$ cat src/hdl/lplt_pkg.sv
`default_nettype none
// ============================================================================
// lplt_pkg
// Types and constants shared by the length-prefixed loader and its checker.
// ============================================================================
package lplt_pkg;

    typedef enum logic [1:0] {
        PH_IDLE   = 2'd0,
        PH_LEN_LO = 2'd1,
        PH_LEN_HI = 2'd2,
        PH_DATA   = 2'd3
    } t_phase;

    localparam logic [1:0] MODE_START = 2'd0;
    localparam logic [1:0] MODE_TICK  = 2'd1;
    localparam logic [1:0] MODE_BYTE  = 2'd2;

    localparam logic [1:0] ST_NONE    = 2'd0;
    localparam logic [1:0] ST_DONE    = 2'd1;
    localparam logic [1:0] ST_TIMEOUT = 2'd2;
    localparam logic [1:0] ST_BADLEN  = 2'd3;

    localparam logic [1:0] REG_TIMEOUT_TICKS = 2'd0;
    localparam logic [1:0] REG_MAX_LENGTH    = 2'd1;
    localparam logic [1:0] REG_BASE_ADDRESS  = 2'd2;

    localparam logic [15:0] RST_TIMEOUT_TICKS = 16'd300;
    localparam logic [15:0] RST_MAX_LENGTH    = 16'h7FF7;
    localparam logic [15:0] RST_BASE_ADDRESS  = 16'h4009;

    typedef struct packed {
        logic [1:0] mode;
        logic [7:0] data_byte;
    } t_in;

    typedef struct packed {
        logic        write_valid;
        logic [15:0] write_address;
        logic [7:0]  write_data;
        logic [1:0]  status;
        logic        busy_res;
    } t_out;

endpackage
`default_nettype wire

$ cat src/hdl/length_prefixed_loader_with_timeout.sv
`default_nettype none
// ============================================================================
// length_prefixed_loader_with_timeout
// Receives a length-prefixed load frame and turns payload bytes into writes.
// ============================================================================
// One transaction is taken per clock and each one yields exactly one result
// transaction in the next cycle, out of a single output register; the input
// side stalls only while that register is full and the output stalls. The
// frame state (phase, length, count, countdown) updates at acceptance, so
// consecutive items flow with no bubbles. Configuration writes are always
// ready and take effect on the next accepted item.
module length_prefixed_loader_with_timeout
    import lplt_pkg::*;
(
    input  wire logic        i_clk,
    input  wire logic        i_rst_n,
    input  wire logic        i_in_valid,
    output      logic        o_in_stall,
    input  wire t_in         i_in_data,
    output      logic        o_out_valid,
    input  wire logic        i_out_stall,
    output      t_out        o_out_data,
    input  wire logic        i_cfg_valid,
    output      logic        o_cfg_ready,
    input  wire logic [1:0]  i_cfg_index,
    input  wire logic [15:0] i_cfg_data
);

    logic [15:0] r_timeout_ticks;
    logic [15:0] r_max_length;
    logic [15:0] r_base_address;

    t_phase      r_phase, n_phase;
    logic [15:0] r_expected, n_expected;
    logic [15:0] r_count, n_count;
    logic [15:0] r_countdown, n_countdown;

    logic        r_out_valid;
    t_out        r_out, n_out;

    logic        w_accept;
    logic [15:0] w_len_full;
    logic [15:0] w_count_inc;

    assign o_cfg_ready = 1'b1;
    assign o_in_stall  = r_out_valid & i_out_stall;
    assign w_accept    = i_in_valid & ~o_in_stall;
    assign o_out_valid = r_out_valid;
    assign o_out_data  = r_out;

    assign w_len_full  = {i_in_data.data_byte, r_expected[7:0]};
    assign w_count_inc = r_count + 16'd1;

    // next state
    always_comb begin
        n_phase = r_phase;
        case (i_in_data.mode)
            MODE_START: n_phase = PH_LEN_LO;
            MODE_TICK: begin
                if (r_phase != PH_IDLE && r_countdown <= 16'd1) begin
                    n_phase = PH_IDLE;
                end
            end
            MODE_BYTE: begin
                case (r_phase)
                    PH_LEN_LO: n_phase = PH_LEN_HI;
                    PH_LEN_HI: begin
                        if (w_len_full == 16'd0 || w_len_full > r_max_length) begin
                            n_phase = PH_IDLE;
                        end else begin
                            n_phase = PH_DATA;
                        end
                    end
                    PH_DATA: begin
                        if (w_count_inc >= r_expected) begin
                            n_phase = PH_IDLE;
                        end
                    end
                    default: n_phase = r_phase;
                endcase
            end
            default: n_phase = r_phase;
        endcase
    end

    // datapath and result
    always_comb begin
        n_expected  = r_expected;
        n_count     = r_count;
        n_countdown = r_countdown;
        n_out       = '0;
        case (i_in_data.mode)
            MODE_START: n_countdown = r_timeout_ticks;
            MODE_TICK: begin
                if (r_phase != PH_IDLE) begin
                    if (r_countdown <= 16'd1) begin
                        n_countdown  = '0;
                        n_out.status = ST_TIMEOUT;
                    end else begin
                        n_countdown = r_countdown - 16'd1;
                    end
                end
            end
            MODE_BYTE: begin
                if (r_phase != PH_IDLE) begin
                    n_countdown = r_timeout_ticks;
                end
                case (r_phase)
                    PH_LEN_LO: begin
                        n_expected = {8'd0, i_in_data.data_byte};
                        n_count    = '0;
                    end
                    PH_LEN_HI: begin
                        n_expected = w_len_full;
                        if (w_len_full == 16'd0 || w_len_full > r_max_length) begin
                            n_out.status = ST_BADLEN;
                        end
                    end
                    PH_DATA: begin
                        n_out.write_valid   = 1'b1;
                        n_out.write_address = r_base_address + r_count;
                        n_out.write_data    = i_in_data.data_byte;
                        n_count             = w_count_inc;
                        if (w_count_inc >= r_expected) begin
                            n_out.status = ST_DONE;
                        end
                    end
                    default: n_count = r_count;
                endcase
            end
            default: n_count = r_count;
        endcase
        n_out.busy_res = (n_phase != PH_IDLE);
    end

    always_ff @(posedge i_clk) begin
        if (!i_rst_n) begin
            r_timeout_ticks <= RST_TIMEOUT_TICKS;
            r_max_length    <= RST_MAX_LENGTH;
            r_base_address  <= RST_BASE_ADDRESS;
        end else if (i_cfg_valid && o_cfg_ready) begin
            case (i_cfg_index)
                REG_TIMEOUT_TICKS: r_timeout_ticks <= i_cfg_data;
                REG_MAX_LENGTH:    r_max_length    <= i_cfg_data;
                REG_BASE_ADDRESS:  r_base_address  <= i_cfg_data;
                default:           r_base_address  <= r_base_address;
            endcase
        end
    end

    always_ff @(posedge i_clk) begin
        if (!i_rst_n) begin
            r_phase     <= PH_IDLE;
            r_expected  <= '0;
            r_count     <= '0;
            r_countdown <= '0;
            r_out_valid <= 1'b0;
        end else begin
            if (w_accept) begin
                r_phase     <= n_phase;
                r_expected  <= n_expected;
                r_count     <= n_count;
                r_countdown <= n_countdown;
                r_out_valid <= 1'b1;
            end else if (!i_out_stall) begin
                r_out_valid <= 1'b0;
            end
        end
    end

    always_ff @(posedge i_clk) begin
        if (w_accept) begin
            r_out <= n_out;
        end
    end

endmodule
`default_nettype wire

$ cat config.mk
export PLATFORM = sky130hd
export DESIGN_NAME = length_prefixed_loader_with_timeout
export DESIGN_NICKNAME = d
export VERILOG_FILES = /design/src/hdl/lplt_pkg.sv /design/src/hdl/length_prefixed_loader_with_timeout.sv
export SDC_FILE = /design/constraint.sdc
export NUM_CORES = 1
export LEC_CHECK = 0
export ABC_CLOCK_PERIOD_IN_PS = 4300
export BUFFER_PORTS_ARGS = -buffer_cell sky130_fd_sc_hd__buf_2
export CAP_MARGIN = 30
export CORE_ASPECT_RATIO = 0.5
export CORE_MARGIN = 5
export CORE_UTILIZATION = 25
export DETAILED_ROUTE_END_ITERATION = 16
export PLACE_DENSITY = 0.41
export SLEW_MARGIN = 20
export SYNTH_ARGS = -nofsm -noshare
export SYNTH_HDL_FRONTEND = slang
export SYNTH_SLANG_ARGS = --single-unit
$ cat constraint.sdc
create_clock -name i_clk -period 4.3 [get_ports i_clk]
set_input_delay 0.43 -clock i_clk [delete_from_list [all_inputs] [get_ports i_clk]]
set_output_delay 0.43 -clock i_clk [all_outputs]
set_load 0.1 [all_outputs]
==> results of run 1 <==
[routing by layer]
| metal | part of all wire (%) | up-vias |
|---|---|---|
| li1 | - | 3043 |
| met1 | 52 | 2789 |
| met2 | 44 | 71 |
| met3 | 2.7 | 20 |
| met4 | 1.4 | 0 |
| met5 | 0 | - |
[logic make-up (layout without fill, tap and decap cells)]
group / Yosys count / after routing / synth area share, %
other: 1 / 1 / 0.0523
AO/OA/AOI/OAI: 202 / 202 / 19.2
flip-flops: 127 / 127 / 39.4
buffers and inverters: 100 / 157 / 5.37
adder cells (fa/ha/maj): 60 / 60 / 10.6
AND/OR/NAND/NOR: 325 / 325 / 22.5
XOR/XNOR: 24 / 24 / 2.93
[worst max-delay path by stage]
stage / depth (start not counted) / to / slack (ns) / start
2_1_floorplan: 9 / r_count[10] / 0.66 / o_out_valid
3_3_place_gp: 13 / o_out_data[0] / 0.61 / r_count[2]
3_5_place_dp: 12 / o_out_data[1] / 0.53 / r_count[2]
4_1_cts: 12 / o_out_data[1] / 0.52 / r_count[2]
5_1_grt: 13 / o_out_data[0] / 0.18 / r_count[2]
6_report: 13 / o_out_data[0] / 0.52 / r_count[2]
[layout make-up]
type | count | area (um^2) | share of cell area (%)
multi-input cells | 612 | 3980 | 47.2
flip-flops and latches | 127 | 2820 | 33.4
clock buffers | 23 | 489 | 5.80
well taps | 382 | 478 | 5.66
repair buffers | 68 | 373 | 4.42
inverters | 57 | 214 | 2.54
clock inverters | 9 | 81.3 | 0.964
[cells in the final DEF (no fill, tap or decap), types with 18 or more instances in the layout]
cell type and instances:
a21boi_0 41, edfxtp_1 28, a21oi_1 38, o211ai_1 21, buf_2 61, nand2_1 120
nor2_1 44, clkbuf_16 18, ha_1 59, nor2b_1 41, and3_1 18, dfxtp_1 99
inv_1 57, nand3_1 33, o21ai_0 33
[power by group]
group          total (mW)  internal [mW]  switching (mW)
registers            1.29           1.26          0.0279
clock network        1.41          0.859           0.555
logic               0.425          0.119           0.305
[registers in the layout (all words and copies together), names as in the netlist]
signal	flops
r_phase	2
r_expected	16
r_countdown	16
r_max_length	16
r_timeout_ticks	16
r_count	16
o_out_data	28
o_out_valid	1
r_base_address	16
[critical path, cell delays in order (launching register included)]
cell	delay, ns
dfxtp_1	0.42
and3_1	0.25
and3_1	0.30
and4_1	0.34
and3_1	0.23
xor2_1	0.17
ha_1	0.26
a221oi_1	0.27
o21ai_0	0.13
a221o_1	0.32
a221oi_1	0.51
a221oi_2	0.14
a21oi_1	0.18
or3b_1	0.13
[per-stage QoR]
stage	setup slack [ns]	instances
floorplan	0.658	839
global placement	0.608	1244
detailed placement	0.527	1244
CTS	0.517	1276
global route	0.178	1278
finish	0.515	1278
==> reports/qor.yml, run 1 <==
dr.pass1.iters: 4
peakVddDrop_mv: 0.288
synth_area_um2: 7170
gr-usage-met2_pct: 20.7
yosysTopAreaCellShare_pct: 27.6
min_path_type: "primary input to flip-flop"
synth_seq_area_share_pct: 39.4
powerDensity_nw_per_um2: 370
holdPathStages: 2
crit_type: "flip-flop to flip-flop"
drc_errors: 0
diodes: 0
tightest_slew_ns: 0.762
grt_overflow: 0
ant_nets: 0
ios: 64
drive_above_1_share_pct: 11.8
coreArea_um2: 28000
die_w_um: 250
totalWireLength_um: 20700
cp-start-kind: "flip-flop"
grt_max_degree: 70
drv_slew: 0
avgSynthCellArea_um2: 8.55
vias: 5923
h-tree-depth: 4
leakage_nw: 3.43
nFillCells: 3036
syn-num-nets: 932
hp-start: "i_in_valid"
r2r_setup_slack_ns: 0.52
yosysMostFrequentCell: "nand2_1"
yosysTopAreaCell: "dfxtp_1"
holdPathEnd: "o_out_valid"
busiest_layer: "met2"
status: "completed"
postCtsSetupRepairBufs: 0
fin_util_pct: 30.2
setup_viol_count_final: 0
met1_usage_pct: 18.2
grt_pass1_wl_um: 33100
max_slew_margin_pct: 49.1
fin_skew_ns: 0.0108
end_kind: "flip-flop"
whs_ns: 0.227
grt_util_all_layers_pct: 13.1
antenna_found_initial: 0
ys_ff_latch: 127
post-route-period-util_pct: 88.0
postLayoutCellArea_um2: 8440
initial_core_util_pct: 25.6
first_global_vias: 5695
ys_warn_count: 0
cts_tree: "done"
rows: 43
crit_path_max_fanout: 6
wl_per_cell_um: 16.2
clock_path_buffers: 2
dieArea_um2: 32400
fp.dieH_um: 130
period_needed_ns: 3.78
reg2reg_depth: 13
hold_viol_final: 0
synthCells: 839
synthTopCellsByArea: "dfxtp_1 28%, edfxtp_1 12%, ha_1 10%"
area_growth_pct: 17.7
place_area_um2: 7840
drt_iter0_markers: 363
cts_buffers: 17
hpwl_um: 15500
maxCapViolations: 0
place.gp.congestion: 0.797
crit_arrival_ns: 4.08
synthTopCellsByCount: "120 x nand2_1, 99 x dfxtp_1, 59 x ha_1"
via_per_inst: 4.63
total_power_mw: 3.13
fin_nets: 976
critPathRequiredTime_ns: 4.60
finalSetupTns_ns: 0
cts_sinks: 127
synthFlopType: "dfxtp_1"
synth_edf_count: 28
portBuffers: 62
ys_async_sr_fraction_pct: 0
path_clk_slew_ns: 0.06
timing.rr.start: "r_count[2]"
root_buffer: "clkbuf_16"
synth.distinct_cells: 59
use_met3_pct: 2.67
ctsResizeCount: 0
clk_latency_ns: 0.43
rsz0062_at_grt: "no"
postCtsHoldBufs: 0
fmax_mhz: 264
reg2reg_to: "o_out_data[0]"
Note: power is estimated with default switching activity, not from simulation.
==> run 2: changes to the inputs <==
- CELL_PAD_IN_SITES_DETAIL_PLACEMENT: unset -> 1
- CELL_PAD_IN_SITES_GLOBAL_PLACEMENT: unset -> 1
- GPL_ROUTABILITY_DRIVEN: unset -> 0
- PLACE_DENSITY: 0.41 -> 0.5
==> run 2 against run 1 <==
Net effect:
- register-to-register slack worse by 0.09 ns
- maximum frequency shrank 2.3%
- hold slack improved by 0.0071 ns
- setup slack got worse by 0.090 ns
- final area is 0.25% higher
- power is 1.8% higher
- clock skew increased by 0.0074 ns
- sequential power barely moved
- first-iteration DRC count fell by 18%
- global-route usage up 1.3 points
- via count increased by 3.8%
- core utilization up 0.076 points
- critical path type unchanged
- critical endpoint is now o_out_data[1]
- largest cell class unchanged
- highest routed layer unchanged
==> reports/qor.yml, run 2 (same netlist as run 1, synthesis figures left out) <==
cts_buffers: 17  # unchanged
crit_path_max_fanout: 6  # unchanged
wl_per_cell_um: 17.9  # was 16.2 um
largest_reg_flops: 28  # unchanged
antenna_found_initial: 0  # unchanged
route.met2.wl_um: 10400  # was 9150 um
grt_util_all_layers_pct: 14.5  # was 13.1%
cp-start-kind: "flip-flop"  # unchanged
fmax_mhz: 258  # was 264 MHz
drv_slew: 0  # unchanged
peakVddDrop_mv: 0.302  # was 0.288 mV
root_buffer: "clkbuf_16"  # unchanged
grt_pass1_wl_um: 36300  # was 33100 um
end_kind: "flip-flop"  # unchanged
grt_overflow: 0  # unchanged
place_area_um2: 7860  # was 7840 um^2
total_power_mw: 3.18  # was 3.13 mW
dieArea_um2: 32400  # unchanged
finalSetupTns_ns: 0  # unchanged
clk_latency_ns: 0.45  # was 0.43 ns
postLayoutCellArea_um2: 8460  # was 8440 um^2
coreArea_um2: 28000  # unchanged
crit_type: "flip-flop to flip-flop"  # unchanged
wl_met3_um: 580  # was 567 um
initial_core_util_pct: 25.6  # unchanged
layout.cells.non_filler: 1279  # was 1278
max_slew_margin_pct: 46.4  # was 49.1%
fp.dieH_um: 130  # unchanged
ant_nets: 0  # unchanged
layout_common_cells: "120 x nand2_1, 99 x dfxtp_1, 62 x buf_2"  # was 120 x nand2_1, 99 x dfxtp_1, 61 x buf_2
drt_iter0_markers: 298  # was 363
dp_cells: 1247  # was 1244
whs_ns: 0.235  # was 0.227 ns
drive_above_1_share_pct: 12.2  # was 11.8%
fin_util_pct: 30.2  # about the same
hold_viol_final: 0  # unchanged
crit_arrival_ns: 4.07  # was 4.08 ns
clock_path_buffers: 2  # unchanged
tightest_slew_ns: 0.804  # was 0.762 ns
leakage_nw: 3.44  # was 3.43 nW
via_per_inst: 4.81  # was 4.63
area_growth_pct: 18.0  # was 17.7%
drc_errors: 0  # unchanged
powerDensity_nw_per_um2: 376  # was 370 nW/um^2
fin_ws_ns: 0.425  # was 0.515 ns
die_w_um: 250  # unchanged
post-route-period-util_pct: 90.1  # was 88.0%
diodes: 0  # unchanged
layout_commonest_cell: "nand2_1"  # unchanged
ios: 64  # unchanged
ctsResizeCount: 0  # unchanged
cts_sinks: 127  # unchanged
rsz0062_at_grt: "no"  # unchanged
met1_length_um: 11600  # was 10700 um
fin_skew_ns: 0.0182  # was 0.0108 ns
hpwl_um: 17000  # was 15500 um
min_path_type: "primary input to flip-flop"  # unchanged
h-tree-depth: 4  # unchanged
setup_viol_count_final: 0  # unchanged
grt_max_degree: 79  # was 70
fin_nets: 978  # was 976
portBuffers: 62  # unchanged
dr.pass1.iters: 4  # unchanged
critPathRequiredTime_ns: 4.49  # was 4.60 ns
totalWireLength_um: 22900  # was 20700 um
rows: 43  # unchanged
nFillCells: 3317  # was 3036
path_clk_slew_ns: 0.06  # about the same
cts_tree: "done"  # unchanged
first_global_vias: 6354  # was 5695
postCtsHoldBufs: 0  # unchanged
vias: 6149  # was 5923
status: "completed"  # unchanged
postCtsSetupRepairBufs: 0  # unchanged
period_needed_ns: 3.88  # was 3.78 ns
maxCapViolations: 0  # unchanged
top_layer: "met4"  # unchanged
pre_cts_ws_ns: 0.417  # was 0.527 ns
run 2: cell count changes in the layout (fill, tap and decap cells not counted), sizes merged:
cell      before  now
clkinv         5    3
clkinvlp       1    2
buf           68   70
run 2: where the power goes:
group          total, mW  internal [mW]  leakage (nW)  switching, mW
registers           1.29           1.26          1.09         0.0290
clock network       1.46          0.886         0.287          0.577
logic              0.430          0.120          2.07          0.311
total               3.18           2.26          3.44          0.917
run 2: final timing paths:
kind,cells after the start,slack (ns),startpoint,to
worst max-delay path,12,0.42,r_count[0],o_out_data[1]
worst min-delay path,2,0.23,i_in_valid,o_out_valid
worst min register to register,2,0.46,r_expected[14],r_expected[14]
worst max register to register,12,0.42,r_count[0],o_out_data[1]
run 2: cell type report:
cell class                 count  area (um^2)  share of cell area [%]
sequential                   127         2820                    33.4
inverter                      57          214                    2.53
timing repair buffer          70          385                    4.55
tap                          382          478                    5.65
clock inverter                 8         76.3                   0.902
clock buffer                  23          509                    6.02
multi-input combinational    612         3980                    47.0
run 2: critical path: stages, from the launching register on:
cell,delay [ns]
dfxtp_1,0.44
and3_1,0.27
and3_1,0.31
and4_1,0.34
and3_1,0.24
xor2_1,0.18
ha_1,0.26
a221oi_1,0.27
o21ai_0,0.12
a221o_1,0.32
a221oi_1,0.53
o21ai_0,0.17
and2_1,0.18
run 2: per-layer routing:
layer,global-route usage [%],vias to the layer above
met2,23.4,56
met4,5.13,0
li1,-,3045
met1,19.6,3028
met5,0,-
met3,2.77,20
